===== src/bwtinv_ram.sv =====
// Generic simple dual-port RAM: one write port, one read port, registered read.
// No dependencies.
`default_nettype none

module bwtinv_ram #(
  parameter int unsigned WIDTH = 8,
  parameter int unsigned DEPTH = 256
) (
  input  wire logic                     clk,
  input  wire logic                     we,
  input  wire logic [$clog2(DEPTH)-1:0] waddr,
  input  wire logic [WIDTH-1:0]         wdata,
  input  wire logic                     re,
  input  wire logic [$clog2(DEPTH)-1:0] raddr,
  output logic      [WIDTH-1:0]         rdata
);

  logic [WIDTH-1:0] mem [DEPTH];

  always_ff @(posedge clk) begin
    if (we) begin
      mem[waddr] <= wdata;
    end
    if (re) begin
      rdata <= mem[raddr];
    end
  end

endmodule

`default_nettype wire


===== config.mk =====
export PLATFORM = sky130hd
export DESIGN_NAME = bwtinv_ram
export DESIGN_NICKNAME = d
export VERILOG_FILES = /design/src/bwtinv_ram.sv
export SDC_FILE = /design/constraint.sdc
export NUM_CORES = 2
export LEC_CHECK = 0
export ABC_AREA = 1
export BUFFER_PORTS_ARGS = -buffer_cell sky130_fd_sc_hd__buf_2
export CAP_MARGIN = 20
export CORE_UTILIZATION = 34
export CTS_CLUSTER_DIAMETER = 40
export CTS_CLUSTER_SIZE = 40
export DETAILED_ROUTE_END_ITERATION = 10
export HOLD_SLACK_MARGIN = 0.03
export PLACE_DENSITY_LB_ADDON = 0.3
export SLEW_MARGIN = 20
export SYNTH_ARGS = -nofsm -noshare
export SYNTH_HDL_FRONTEND = slang
export SYNTH_SLANG_ARGS = --single-unit

===== constraint.sdc =====
create_clock -name clk -period 2.3 [get_ports clk]
set_input_delay 0.46 -clock clk [delete_from_list [all_inputs] [get_ports clk]]
set_output_delay 0.46 -clock clk [all_outputs]
set_load 0.005 [all_outputs]

; ---- After elaboration in Yosys (flattened, before gate mapping)
; Memories as Yosys holds them, arrays and structs flattened. A register that Yosys moved wholly into a read port is not among the register bits.
; Index checks and enable logic that the tools add are counted.
[totals]
register_bits = 0
ram_bits = 2048
input_bits = 27
out_inout_bits = 8
n_memories = 1
[memory_table]
columns = memory, depth, word_bits, read_ports, rd_clocked_by_memory_dff, write_ports, line_no
row1 = mem, 256, 8, 1, 1, 1, 18  ; logic [WIDTH-1:0] mem [DEPTH];
[classes]
mux = 2
[ops]
columns = cell, count
row1 = $mux W1, 2

; ---- Logic depth before layout (Yosys ltp)
[logic_depth]
ltp_word = 2
mapped_depth = 15

; ---- Worst setup path before layout
; OpenSTA, ideal clock, no wires.
[synth_timing]
path_kind = input to register
startpoint = input port we
endpoint = memory mem[162][0] (enable)
arrival_ps = 1581
required_ps = 1930
setup_slack_ps = 349
stages = 4
n_path_buf = 2
path_cell_list = clkbuf_1 > nand3_1 > clkbuf_1 > nor2_1
[synth_between]
elab_chain_cells = 2
[synth_rtl]
columns = item, line_no
row1 = "start, declared", 10  ; input wire logic we,
row2 = $mux W1, 21  ; if (we) begin
row3 = $mux W1 (implied by the code), 22  ; mem[waddr] <= wdata;
row4 = "end, declared", 18
; Every way passes these cells.

; ---- Worst setup path in the final report
[layout_timing]
startpoint = register rdata[7], read port of mem
endpoint = output port rdata[7]
[layout_lines]
columns = item, line_no
row1 = "start, declared", 15  ; output logic [WIDTH-1:0] rdata
; No word-level cell between the ends.

==> run metrics <==
status=finished clean; vias in the first global route=55,800; Yosys reg bits=2,056; CP max-delay cell=edfxtp_1; Vias=57,400; root buf cell=clkbuf_16; worst-path maximum fanout=1; Clock Latency Late Sink=0.92 ns; Placeable Area=244,000 µm²; setup ws final=0.121 ns; die height=498 µm; post-CTS setup buffer count=0; routed len/inst=23.0 µm; Rows=181; Pwr Total=94.0 mW; Synth warnings=0; Worst-path clk slew=0.05 ns; total wire length=253,000 µm; grt ovf=0; CP required=1.84 ns; Least-Margin Pin Slew=0.836 ns; pin count of the biggest net entering global routing=71; Fillers=22,300; share of cells above drive strength 1=0.158; Area Growth Syn to Fin=23.2%; Final Wtd Congestion=0.913; Post-Syn Area=83,500 µm²; Mapped Avg Cell Area=11.9 µm²; Slew Viols, Final=0; drt drc=0; GRT Overall Usage=0.201; dpl cells=10,400; initial core utilization=0.343; Clock Path Buffers=4; Critical Path End Type=output port; Worst slew margin=0.442; drt pass-1 iters=6; WP data arrival=1.72 ns; Hold Startpoint=raddr[7]; Die W=498 µm; unique cell type count in the Yosys netlist=13; reg-to-reg startpoint=mem[35][3]; max cap viols=0; Detail Route Antenna Nets=0; Die ar.=248,000 µm²; hold-fix buffers at CTS=9; PD cells=915 nW/µm²; CP bufs+invs=1; final cell count without fillers=11,000; VDD IR max=0.000906 V; # clock sinks=2,056; Final min period=2.18 ns; Hold Crit Class=in2reg; input/output buffers=34; max incr delay on CP=0.60 ns; Core Util, Final=0.422; Num CTS Buffers=310; Initial DRC Count=6,799; commonest non-fill, non-tap cells in the layout=2,111 x nand2_1, 2,056 x edfxtp_1, 2,019 x nand3_1, 548 x buf_4, 315 x clkbuf_16; leakage=37.0 nW; post_cts resized=0; register area=61,700 µm²; pre-CTS setup slack=-0.517 ns; Vias/cell=5.22; syn nets=7,030; Critical Path Start=rdata[7]; Clock Skews=0.0544 ns; first-pass GRT wire length=371,000 µm; final hold vios=0; startpoint types=flop; share of the yosys chip area belonging to registers=0.740; CP delay by family, top=flip-flops; TNS Setup=0 ns; initial antenna violation count=16; # setup viols final=0; Crit Path Category=reg2out; RSZ-0062 raised after global routing=no; gate count of the mapped netlist=7,003; multi-input logic area=19,200 µm²; Max Clock Freq=459 MHz; Max H-tree Level=5; # IOs=35; post-DP HPWL=158,000 µm; Final Cycle Share=0.948; NumNets Final=7,592; commonest non-fill, non-tap cell in the layout=nand2_1; CTS tree=built; crit-path cells=buf_2
[metal layers]
layer,share of wire,global-route usage,up-vias
met5,0.000048,0,-
met4,0.044,0.0867,2
met3,0.077,0.0316,504
met2,0.47,0.323,2374
met1,0.41,0.268,28400
li1,-,-,26100
[power by group]
| group | switching, mW | total (mW) | internal (mW) |
|---|---|---|---|
| logic | 3.85 | 5.48 | 1.63 |
| clock network | 17.5 | 47.2 | 29.7 |
| registers | 0.0592 | 41.4 | 41.3 |
[kinds of logic after synthesis]
group	after synthesis	share of synthesized area
buffers and inverters	522	0.0312
DFF	2056	0.740
and+or+nand+nor	4425	0.229
[synth_stat cells (all sizes together)]
cell	n	area (µm²)
buf	371	2030
edfxtp	2056	61700
nor2	283	1060
nand2	2123	7970
clkbuf	112	420
nand3	2019	10100
inv	39	149
[registers in the layout, indices dropped and copies added (netlist names)]
signal / flops
mem: 2048
rdata: 8
[metrics by stage]
step | area (µm²) | hold WS, ns
after floorplan | 83500 | 0.559
after global placement | 92300 | 0.850
after detailed placement | 92300 | 0.852
after CTS | 103000 | 0.0699
after global routing | 103000 | 0.0769
final | 103000 | 0.130
[path summary, 6_finish.rpt]
kind	endpoint	slack, ns	cells after the start
worst max register to register	rdata[3]	0.31	10
worst min register to register	rdata[6]	1.09	10
worst min-delay path	rdata[0]	0.13	3
worst max-delay path	rdata[7]	0.12	1
[layout make-up]
cell class,instances,area share
antenna,3,0.0000730
inverter,39,0.00175
clock inverter,200,0.0233
timing repair buffer,733,0.0714
sequential,2056,0.601
tap,3202,0.0390
clock buffer,339,0.0775
multi-input combinational,4425,0.186
[tightest hold or removal path, stage by stage]
cell	delay, ns
buf_2	0.23
nand2_1	0.12
nand2_1	0.04
(Power assumes the default switching activity.)
