<file path="src/bwtinv_addcmp.sv">
// Shared add-and-compare unit: sum of two operands and sum >= limit.
// Used for the prefix sum, the LF step and the primary index check.
`default_nettype none

module bwtinv_addcmp #(
  parameter int unsigned W = 14
) (
  input  wire logic [W-1:0] a,
  input  wire logic [W-1:0] b,
  input  wire logic [W-1:0] lim,
  output logic      [W-1:0] sum,
  output logic              ge
);

  assign sum = a + b;
  assign ge  = (sum >= lim);

endmodule

`default_nettype wire

</file>
<file path="config.mk">
export PLATFORM = sky130hd
export DESIGN_NAME = bwtinv_addcmp
export DESIGN_NICKNAME = d
export VERILOG_FILES = /design/src/bwtinv_addcmp.sv
export SDC_FILE = /design/constraint.sdc
export NUM_CORES = 1
export LEC_CHECK = 0
export ABC_AREA = 1
export BUFFER_PORTS_ARGS = -buffer_cell sky130_fd_sc_hd__buf_4
export CORE_MARGIN = 1.5
export CORE_UTILIZATION = 44
export DETAILED_ROUTE_END_ITERATION = 10
export PLACE_DENSITY_LB_ADDON = 0.1
export SYNTH_ARGS = -nofsm -noshare
export SYNTH_HDL_FRONTEND = slang
export SYNTH_SLANG_ARGS = --single-unit
</file>
<file path="constraint.sdc">
create_clock -name vclk -period 1.9
set_input_delay 0.095 -clock vclk [all_inputs]
set_output_delay 0.095 -clock vclk [all_outputs]
set_load 0.02 [all_outputs]
</file>
After elaboration in Yosys (flattened, before gate mapping) --
Cells that the tools add are included.
Cells by class: add/subtract/negate cells 1, order comparisons 1
Operator list (number):
- adder 14 bit | 1
- greater-or-equal comparator 14 bit | 1
Storage, ports and cells: register bits after elaboration 0, input port bits 42, output and inout bits 15, word-level logic and storage cells 2

Longest topological paths before layout --
Gate-level depths: netlist (run 1).
word-level depth 2, depth in mapped cells 15, mapped depth without buffers 15

Worst setup path after synthesis (run 1) --
No wires, ideal clock.
kind input-to-output, start input port a[0], end output port ge, arrival 2169 ps, required time 1805 ps, setup slack -364 ps, stages on the path 12, buffers on the path 0, cell sequence ha_1 fa_1 nand3_1 nand3_1 a21oi_1 xnor2_1 ha_1 nand2_1 o21bai_1 a21oi_1 nor2_1 nand2_1
Between the ends: longest elaborated chain between the ends 2
RTL lines:
- start, declared | line 8 | input wire logic [W-1:0] a,
- adder 14 bit | line 15 | assign sum = a + b;
- named net sum[8] | line 11 | output logic [W-1:0] sum,
- greater-or-equal comparator 14 bit | line 16 | assign ge = (sum >= lim);
- end, declared | line 12 | output logic ge
The timed path passes the listed nets, and every way through them passes these cells.

Worst setup path in the final report (run 1) --
start input port a[1], end output port ge
Between the ends: longest elaborated chain between the ends 2
RTL lines (line):
- adder 14 bit | 15
- greater-or-equal comparator 14 bit | 16
Every way passes these cells.

==> metrics.md, run 1 <==
| Metric | Value |
|---|---|
| Outcome | complete, but fails checks |
| Failing checks | setup timing |
| Post-DRT Antenna Nets | 0 |
| Synth cell types | 16 |
| Top Layer Used | met4 |
| Post-Synth Adder-Cell Area | 0.323 |
| Mapped Area | 1110 sq um |
| Pwr Density | 468 nW/um^2 |
| DR vias | 1780 |
| Source of the critical timing path | a[1] |
| Critical path peak fanout | 3 |
| Starting density of the core | 0.456 |
| Slowest cell on crit path | ha_1 |
| Arrival time worst endpoint | 2.18 ns |
| Combinational family with the most area after synthesis | simple AND/OR/NAND/NOR gates |
| Multi-input logic area | 1270 sq um |
| Fin. Hold Viols | 0 |
| Core Box Area | 2430 sq um |
| DP HPWL | 2830 microns |
| Seq. cell area | 0 sq um |
| Die X | 53.2 microns |
| Compound-gate portion of the synthesized area | 0.0880 |
| Setup crit start kind | primary input |
| Setup slack after layout | -0.375 ns |
| Clkbuf count | 0 |
| Period minus WS final | 2.27 ns |
| Largest net degree at the start of global routing | 6 |
| Max Slew Vio Count | 0 |
| Die ar. | 2830 sq um |
| Syn Area/Cell | 5.71 sq um |
| First-pass GRT wire length | 6690 microns |
| Power Total | 1.02 mW |
| Grt total ovfl | 0 |
| Max stage delay on crit path | 0.33 ns |
| Port Buffers | 57 |
| Yosys warns | 0 |
| HP Start | a[0] |
| Die Y | 53.2 microns |
| Final setup fails | 2 |
| Hold depth | 3 |
| Io pins | 57 |
| Max Cap Viol | 0 |
| Syn_nets | 264 |
| Crit-path cells | buf_4 > ha_1 > nand2_1 > nor2_1 > nand2_1 > nand3_4 > nand2_1 > nand2_1 > nand2_1 > nand2_1 > ha_1 > nand2_2 > o21bai_4 > a21oi_1 > nor2_1 > nand2_2 > buf_6 |
| Post-synthesis simple-gate area fraction | 0.394 |
| Antenna violations before repair | 0 |
| Std cell rows | 18 |
| Filler cell count | 124 |
| Post-synthesis sequential area ratio | 0 |
| IR Drop Worst-Case VDD | 0.334 mV |
| Mux cell area share after synthesis | 0 |
| Worst hold endpoint | sum[0] |
| Synth-to-Final Area Change | 97.0% |
| Ratio of cells with drive above 1 in the final layout | 0.477 |
| Crit path capture type | output pin |
| CP required | 1.80 ns |
| Wire per inst | 15.8 microns |
| Mean number of vias per cell | 5.62 |
| Nets | 359 |
| Vias in the first global route | 1585 |
| Setup WS pre-CTS | -0.346 ns |
| Met2 WL | 2450 microns |
| Cells after Synth | 194 |
| Cts hold-fix bufs | 0 |
| Critical Path Most Common Cell | nand2_1 |
| Wl on met1 | 1930 microns |
| Drt initial violations | 73 |
| Metal3 WL | 387 microns |
| HP Class | in -> out |
| DRT Pass-1 Iters | 5 |
| Residual DRC count | 0 |
| Worst Max-Slew Pin Slew | 0.283 ns |
| Number of diodes | 0 |
| Seq cells | 0 |
| Xor/xnor cell area share of the yosys netlist | 0.0632 |
| Setup Crit Path Kind | in -> out |
| Achievable Freq | 440 MHz |
| Final period utilization | 1.20 |
| Routed wire length | 5010 microns |
| P_leak | 1.23 nW |
| Unrepaired setup endpoints after global routing | yes |
| Max_slew headroom | 0.811 |
| Gr usage total | 0.311 |
| GPL Wtd Cong | 0.819 |
worst max-delay path, delay by kind of cell:
kind,cells,cell delay [ns]
adder cells (fa/ha/maj),2,0.64
buffers and inverters,2,0.24
AND/OR/NAND/NOR,11,0.86
AO/OA/AOI/OAI,2,0.32
report_power, final:
group,switching [mW],internal (mW),leakage (nW),total (mW)
Clock,0,0,0,0
Sequential,0,0,0,0
Combinational,0.518,0.504,1.23,1.02
synthesized netlist by cell type:
cell type,number,share of area
o21bai_1,3,0.020
nand2_2,3,0.017
nand4_1,5,0.028
fa_1,1,0.018
o21ai_0,2,0.0090
nand3_2,1,0.0090
nand2_1,60,0.20
inv_1,39,0.13
a21oi_1,13,0.059
xor2_1,4,0.032
nor3_1,1,0.0045
nor3_4,1,0.015
xnor2_1,4,0.032
nand3_1,14,0.063
ha_1,27,0.30
nor2_1,16,0.054
worst max-delay path by stage:
stage,endpoint,cells after the start
after global placement,ge,14
after detailed placement,ge,14
after CTS,ge,15
final,ge,17
after global routing,ge,17
after floorplan,ge,12
kinds of logic after synthesis:
family / count (synthesis)
compound gates: 18
xor+xnor: 8
fa+ha+maj: 28
buf+inv: 39
simple gates: 101
layout by cell type, fill, tap and decap left out, types with 3 or more instances in the layout:
master    n
nand2_1  56
nor2_1   12
nand3_4   3
buf_4    85
nand2_2   6
nand3_1   9
a21oi_2   4
nor2_2    4
nand3_2   3
buf_6     8
a21oi_1   8
nand4_1   5
ha_1     14
ha_4     11
inv_1    39
metal layers:
layer,track usage,vias up
met1,0.378,816
met3,0.0282,31
met4,0.0769,0
li1,-,807
met2,0.577,126
met5,0,-
final cells by class:
cell class | count | area share
multi-input cells | 155 | 0.582
repair buffers | 93 | 0.334
inverters | 39 | 0.0670
well taps | 30 | 0.0172
stage by stage:
stage / setup TNS, ns / hold WS [ns] / instances / utilization / cell area (sq um)
global placement: -0.299 / 0.524 / 312 / 0.782 / 1900
finish: -0.511 / 0.522 / 317 / 0.898 / 2180
global route: -0.687 / 0.528 / 317 / 0.898 / 2180
CTS: -0.272 / 0.515 / 317 / 0.871 / 2120
detailed placement: -0.346 / 0.532 / 312 / 0.782 / 1900
floorplan: -0.134 / 0.330 / 194 / - / 1200
timing repair:
action,in CTS,in global routing
hold endpoints to repair,0,0
pin swaps,15,4
setup buffers,5,0
setup endpoints to repair,1,2
resized for setup,27,13
Note: power is estimated with default switching activity, not from simulation.
==> inputs of run 2 (changes only) <==
--- a/config.mk
+++ b/config.mk
@@ -5,10 +5,10 @@
 export SDC_FILE = /design/constraint.sdc
 export NUM_CORES = 1
 export LEC_CHECK = 0
-export ABC_AREA = 1
 export BUFFER_PORTS_ARGS = -buffer_cell sky130_fd_sc_hd__buf_4
+export CORE_ASPECT_RATIO = 0.6
 export CORE_MARGIN = 1.5
-export CORE_UTILIZATION = 44
+export CORE_UTILIZATION = 48
 export DETAILED_ROUTE_END_ITERATION = 10
 export PLACE_DENSITY_LB_ADDON = 0.1
 export SYNTH_ARGS = -nofsm -noshare
==> constraint.sdc (replaced) <==
create_clock -name vclk -period 2.1
set_input_delay 0.105 -clock vclk [all_inputs]
set_output_delay 0.105 -clock vclk [all_outputs]
set_load 0.02 [all_outputs]
==> metrics.md, run 2 <==
| Metric | Value |
|---|---|
| Top cell type's share of synthesized area | 0.323 (was 0.305) |
| Die Y | 39.2 microns (was 53.2 microns) |
| Syn Area/Cell | 7.07 sq um (was 5.71 sq um) |
| Most numerous cell in the Yosys netlist | ha_1 (was nand2_1) |
| Mapped Area | 1050 sq um (was 1110 sq um) |
| Commonest cells post-synth | ha_1 (27), a21oi_1 (15), inv_1 (15), nor2_1 (13), o21ai_0 (11) (was nand2_1 (60), inv_1 (39), ha_1 (27), nor2_1 (16), nand3_1 (14)) |
| Last step reached | 4_1_cts |
| Yosys warns | 0 (unchanged) |
| Std cell rows | 12 (was 18) |
| Io pins | 57 (unchanged) |
| Synth cell types | 32 (was 16) |
| Synth area leaders | ha_1 (32%), a21oi_1 (7.2%), inv_1 (5.4%) (was ha_1 (30%), nand2_1 (20%), inv_1 (13%)) |
| Tool Error | [ERROR DPL-0033] detailed placement checks failed during check placement. |
| Outcome | aborted with a tool error (was complete, but fails checks) |
| Syn_nets | 218 (was 264) |
| DP HPWL | 3660 microns (was 2830 microns) |
| Post-CTS sizing | 8 (was 27) |
| Post-synthesis sequential area ratio | 0 (unchanged) |
| Cts hold-fix bufs | 0 (unchanged) |
| Port Buffers | 57 (unchanged) |
| Cell taking the most area after synthesis | ha_1 (unchanged) |
| Cells after Synth | 148 (was 194) |
| Die X | 63.3 microns (was 53.2 microns) |
| Starting density of the core | 0.536 (was 0.456) |
| GPL Wtd Cong | 0.936 (was 0.819) |
| Post-CTS setup buffer count | 5 (unchanged) |
| Placed instance area | 1830 sq um (was 1900 sq um) |
-- run 2: cell types whose count changed after synthesis, sizes merged, moves of 4 or more --
cell	change
o21ai	+9
nand2	-54
nor3	+4
a21o	+7
inv	-24
a211oi	+5
nand3	-12
-- run 2: stage by stage --
stage | setup TNS, ns | hold WS (ns) | cells | setup WS [ns] | util
detailed placement | -1.06 | 0.569 | 269 | -0.863 | 0.938
floorplan | -0.612 | 0.424 | 148 | -0.612 | -
global placement | -0.884 | 0.557 | 269 | -0.797 | 0.938
-- run 2: kinds of logic after synthesis --
logic type / synth area share
AO/OA/AOI/OAI: 0.299
AND/OR/NAND/NOR: 0.202
buffers and inverters: 0.0718
adder cells (fa/ha/maj): 0.342
multiplexers: 0.00957
XOR/XNOR: 0.0754
==> inputs of run 3 (changes only) <==
--- a/config.mk
+++ b/config.mk
@@ -6,11 +6,10 @@
 export NUM_CORES = 1
 export LEC_CHECK = 0
 export BUFFER_PORTS_ARGS = -buffer_cell sky130_fd_sc_hd__buf_4
-export CORE_ASPECT_RATIO = 0.6
-export CORE_MARGIN = 1.5
-export CORE_UTILIZATION = 48
+export CORE_AREA = 2 2 63 65
 export DETAILED_ROUTE_END_ITERATION = 10
-export PLACE_DENSITY_LB_ADDON = 0.1
+export DIE_AREA = 0 0 65 67
+export PLACE_DENSITY_LB_ADDON = 0.15
 export SYNTH_ARGS = -nofsm -noshare
 export SYNTH_HDL_FRONTEND = slang
 export SYNTH_SLANG_ARGS = --single-unit
==> metrics.md, run 3 <==
| Metric | Value |
|---|---|
| Commonest cells post-synth | ha_1 (27), a21oi_1 (15), inv_1 (15), nor2_1 (13), o21ai_0 (11) (unchanged) |
| Routed wire length | 3310 microns |
| Syn_nets | 218 (unchanged) |
| DP HPWL | 2900 microns (was 3660 microns) |
| Post-DRT Antenna Nets | 0 |
| Wire per inst | 11.2 microns |
| Io pins | 57 (unchanged) |
| Slowest cell on crit path | fa_2 |
| Seq cells | 0 |
| Metal3 WL | 161 microns |
| Filler cell count | 340 |
| Cells after Synth | 148 (unchanged) |
| Max_slew headroom | 0.733 |
| Vias in the first global route | 1267 |
| DR vias | 1400 |
| Achievable Freq | 356 MHz |
| Setup crit start kind | primary input |
| Pwr Density | 409 nW/um^2 |
| Critical path peak fanout | 2 |
| IR Drop Worst-Case VDD | 0.210 mV |
| DRT Pass-1 Iters | 4 |
| Std cell rows | 22 (was 12) |
| Port Buffers | 57 (unchanged) |
| Max Slew Vio Count | 0 |
| Largest net degree at the start of global routing | 7 |
| Period minus WS final | 2.81 ns |
| Synth cell types | 32 (unchanged) |
| GPL Wtd Cong | 0.902 (was 0.936) |
| Setup_tns | -0.960 ns |
| Syn Area/Cell | 7.07 sq um (unchanged) |
| Die X | 65 microns (was 63.3 microns) |
| Switching share of power | 0.462 |
| Reg power frac | 0 |
| Critical path's top delay family | compound AO/OA/AOI/OAI gates |
| Drt initial violations | 23 |
| Design Area, Final | 2020 sq um |
| Setup slack after layout | -0.712 ns |
| Starting density of the core | 0.290 (was 0.536) |
| Die Y | 67 microns (was 39.2 microns) |
| Synth area leaders | ha_1 (32%), a21oi_1 (7.2%), inv_1 (5.4%) (unchanged) |
| Nets | 321 |
| Most numerous cell in the Yosys netlist | ha_1 (unchanged) |
| Post-synthesis sequential area ratio | 0 (unchanged) |
| Unrepaired setup endpoints after global routing | yes |
| Number of diodes | 0 |
| CP required | 2.00 ns |
| Cell taking the most area after synthesis | ha_1 (unchanged) |
| Worst Max-Slew Pin Slew | 0.398 ns |
| Placed instance area | 1870 sq um (was 1830 sq um) |
| Synth-to-Final Area Change | 93.4% |
| Die ar. | 4360 sq um |
| P_leak | 1.07 nW |
| Pint | 445 uW |
| Ratio of cells with drive above 1 in the final layout | 0.498 |
| Combinational share of power | 1.000 |
| Max Cap Viol | 0 |
| Commonest cells after routing, fill and taps aside | buf_4 (99), ha_1 (25), inv_1 (15) |
| Crit-path cells | buf_8 > ha_4 > fa_2 > a211oi_4 > nor2_1 > o21a_1 > o41a_1 > xor2_2 > ha_1 > nand3_2 > a21oi_2 > a221oi_2 > o21ai_2 > buf_6 |
| Outcome | complete, but fails checks (was aborted with a tool error) |
| Top cell type's share of synthesized area | 0.323 (unchanged) |
| HP Class | in -> out |
| Net Switching | 383 uW |
| Grt total ovfl | 0 |
| Buf+Inv Stages, Crit Path | 2 |
| Yosys warns | 0 (unchanged) |
| Max stage delay on crit path | 0.37 ns |
| Final setup fails | 3 |
| Seq. cell area | 0 sq um |
| Final period utilization | 1.34 |
| Arrival time worst endpoint | 2.71 ns |
| First-pass GRT wire length | 5150 microns |
| Met2 WL | 1600 microns |
| Clock Power Share | 0 |
| Commonest non-fill, non-tap cell in the layout | buf_4 |
| Mean number of vias per cell | 4.71 |
| Antenna violations before repair | 0 |
| Mapped Area | 1050 sq um (unchanged) |
| Top Layer Used | met3 |
| Failing checks | setup timing |
| Fin. Hold Viols | 0 |
| Wl on met1 | 1550 microns |
| Residual DRC count | 0 |
| Gr usage total | 0.143 |
| Setup Crit Path Kind | in -> out |
| Clkbuf count | 0 |
| Crit path capture type | output pin |
| Cts hold-fix bufs | 0 (unchanged) |
| Core Box Area | 3610 sq um |
## run 3: cell counts after synthesis
No cell type changed its count.
## run 3: cells by family after synthesis
family,after synthesis,synth area share
AOI/OAI and AO/OA,49,0.299
buffers and inverters,19,0.0718
muxes,1,0.00957
xor gates and xnor gates,9,0.0754
and+or+nand+nor,42,0.202
adders and majority gates,28,0.342
## run 3: metal layers
metal / vias up / global-route usage
li1: 744 / -
met1: 619 / 0.204
met2: 37 / 0.256
met3: 0 / 0
met4: 0 / 0
met5: - / 0
## run 3: path summary, 6_finish.rpt
path | from | to | slack (ns) | cells after the start
worst max-delay path | b[0] | ge | -0.71 | 14
worst min-delay path | a[0] | sum[0] | 0.53 | 3
## run 3: repair_timing
item / 4_1_cts / 5_1_grt
pin swaps: 11 / 10
setup buffers: 5 / 1
gates resized for setup: 12 / 9
endpoints found under the setup margin: 3 / 8
## run 3: power by group through the flow
stage | logic (mW) | clock network, mW | registers (mW)
4_1_cts | 0.810 | 0 | 0
6_report | 0.828 | 0 | 0
2_1_floorplan | 0.398 | 0 | 0
3_3_place_gp | 0.743 | 0 | 0
3_5_place_dp | 0.758 | 0 | 0
5_1_grt | 0.902 | 0 | 0
## run 3: layout make-up
| cell class | count | area [sq um] | share of cell area |
|---|---|---|---|
| inverter | 15 | 56.3 | 0.0278 |
| multi-input combinational | 129 | 1090 | 0.540 |
| tap | 48 | 60.1 | 0.0297 |
| timing repair buffer | 105 | 815 | 0.403 |
## run 3: through the flow
| step | utilization | worst slack [ns] | instances | total power [mW] | hold WS, ns |
|---|---|---|---|---|---|
| floorplan | - | -0.612 | 148 | 0.398 | 0.424 |
| global placement | 0.519 | -0.823 | 291 | 0.743 | 0.558 |
| detailed placement | 0.519 | -0.868 | 291 | 0.758 | 0.564 |
| CTS | 0.547 | -0.813 | 296 | 0.810 | 0.531 |
| global route | 0.561 | -0.820 | 297 | 0.902 | 0.535 |
| finish | 0.561 | -0.712 | 297 | 0.828 | 0.528 |
==> inputs of run 4 (changes only) <==
--- a/config.mk
+++ b/config.mk
@@ -10,6 +10,7 @@
 export DETAILED_ROUTE_END_ITERATION = 10
 export DIE_AREA = 0 0 65 67
 export PLACE_DENSITY_LB_ADDON = 0.15
+export SETUP_SLACK_MARGIN = 0.3
 export SYNTH_ARGS = -nofsm -noshare
 export SYNTH_HDL_FRONTEND = slang
 export SYNTH_SLANG_ARGS = --single-unit
==> metrics.md, run 4 (same netlist as run 3, synthesis figures left out) <==
| Metric | Value |
|---|---|
| Gr usage total | 0.155 (was 0.143) |
| Core Box Area | 3610 sq um (unchanged) |
| Seq cells | 0 (unchanged) |
| Largest net degree at the start of global routing | 7 (unchanged) |
| Max_slew headroom | 0.728 (was 0.733) |
| Die X | 65 microns (unchanged) |
| Final Hold Slack | 0.528 ns (about the same) |
| Setup crit start kind | primary input (unchanged) |
| Commonest cells after routing, fill and taps aside | buf_4 (101), ha_1 (21), inv_1 (15) (was buf_4 (99), ha_1 (25), inv_1 (15)) |
| Dpl cells | 297 (was 291) |
| Filler cell count | 342 (was 340) |
| HP Class | in -> out (unchanged) |
| Antenna violations before repair | 0 (unchanged) |
| Vias in the first global route | 1422 (was 1267) |
| Max stage delay on crit path | 0.52 ns (was 0.37 ns) |
| Achievable Freq | 352 MHz (was 356 MHz) |
| Setup Crit Path Kind | in -> out (unchanged) |
| Final setup fails | 3 (unchanged) |
| Io pins | 57 (unchanged) |
| Drt initial violations | 53 (was 23) |
| Worst Max-Slew Pin Slew | 0.405 ns (was 0.398 ns) |
| DR vias | 1469 (was 1400) |
| Seq. cell area | 0 sq um (unchanged) |
| CP required | 2.00 ns (about the same) |
| Max Slew Vio Count | 0 (unchanged) |
| Wire per inst | 11.7 microns (was 11.2 microns) |
| Critical path's top delay family | compound AO/OA/AOI/OAI gates (unchanged) |
| Period minus WS final | 2.84 ns (was 2.81 ns) |
| First-pass GRT wire length | 5590 microns (was 5150 microns) |
| HP Start | b[0] (was a[0]) |
| DRT Pass-1 Iters | 4 (unchanged) |
| Final period utilization | 1.35 (was 1.34) |
| Failing checks | setup timing (unchanged) |
| Cts hold-fix bufs | 0 (unchanged) |
| Starting density of the core | 0.290 (unchanged) |
| Clkbuf count | 0 (unchanged) |
| Buf+Inv Stages, Crit Path | 2 (unchanged) |
| Power Total | 920 uW (was 828 uW) |
| Source of the critical timing path | a[0] (was b[0]) |
| Outcome | complete, but fails checks (unchanged) |
| Ratio of cells with drive above 1 in the final layout | 0.554 (was 0.498) |
| Die Y | 67 microns (unchanged) |
| GPL Wtd Cong | 0.760 (was 0.902) |
| Unrepaired setup endpoints after global routing | yes (unchanged) |
| Fin. Hold Viols | 0 (unchanged) |
| Crit path capture type | output pin (unchanged) |
| Port Buffers | 57 (unchanged) |
| Max Cap Viol | 0 (unchanged) |
| Synth-to-Final Area Change | 111% (was 93.4%) |
| Crit-path cells | buf_6 > ha_4 > fa_2 > a211oi_2 > o21a_1 > nor3_2 > mux2i_1 > or4_4 > ha_4 > a21o_1 > a221oi_2 > o21ai_2 > buf_6 (was buf_8 > ha_4 > fa_2 > a211oi_4 > nor2_1 > o21a_1 > o41a_1 > xor2_2 > ha_1 > nand3_2 > a21oi_2 > a221oi_2 > o21ai_2 > buf_6) |
| Final Non-Filler Cells | 306 (was 297) |
| Die ar. | 4360 sq um (unchanged) |
| Arrival time worst endpoint | 2.73 ns (was 2.71 ns) |
| Util after Layout | 0.611 (was 0.561) |
| P_leak | 1.14 nW (was 1.07 nW) |
| Std cell rows | 22 (unchanged) |
| Slowest cell on crit path | or4_4 (was fa_2) |
| Nets | 330 (was 321) |
| Mean number of vias per cell | 4.80 (was 4.71) |
| Commonest non-fill, non-tap cell in the layout | buf_4 (unchanged) |
| Routed wire length | 3570 microns (was 3310 microns) |
| DP HPWL | 2890 microns (was 2900 microns) |
| Number of diodes | 0 (unchanged) |
| Post-DRT Antenna Nets | 0 (unchanged) |
| Grt total ovfl | 0 (unchanged) |
| Residual DRC count | 0 (unchanged) |
| Setup slack after layout | -0.737 ns (was -0.712 ns) |
| IR Drop Worst-Case VDD | 0.225 mV (was 0.210 mV) |
| Critical path peak fanout | 2 (unchanged) |
| Pwr Density | 418 nW/um^2 (was 409 nW/um^2) |
[run 4: changes by cell type in the layout (fill, tap and decap cells not counted), sizes merged]
cell / before / now
buf: 105 / 114
[run 4: power breakdown]
part	switching (mW)	internal (mW)	total, mW
Combinational	0.410	0.511	0.920
Clock	0	0	0
Sequential	0	0	0
[run 4: layout make-up]
class / count / area, sq um / area share
Inverter: 15 / 56.3 / 0.0256
Multi-Input combinational cell: 129 / 1180 / 0.536
Tap cell: 48 / 60.1 / 0.0273
Timing Repair Buffer: 114 / 905 / 0.411
[run 4: what timing repair did]
item,4_1_cts,5_1_grt
setup endpoints to repair,9,11
setup buffers,7,2
resized for setup,23,13
pin swaps,16,14
[run 4: per-stage QoR]
stage,TNS [ns],setup WS (ns),area [sq um]
floorplan,-0.533,-0.533,1100
global placement,-0.901,-0.767,1930
detailed placement,-1.05,-0.831,1930
CTS,-1.12,-0.765,2100
global route,-1.21,-0.827,2200
finish,-0.975,-0.737,2200
[run 4: final timing paths]
kind                  endpoint  slack [ns]  depth (start not counted)
worst max-delay path        ge       -0.74                         13
worst min-delay path    sum[0]        0.53                          3
[run 4: worst min-delay path: stages]
cell   delay [ns]
buf_6        0.07
ha_4         0.12
buf_4        0.13
[run 4: metal layers]
layer  vias to the layer above  global-route usage  routed length [microns]
met5                         -                   0                        0
met4                         0             0.00798                        0
met3                         0             0.00169                      132
met2                        30               0.309                     1900
met1                       674               0.192                     1540
li1                        765                   -                        -
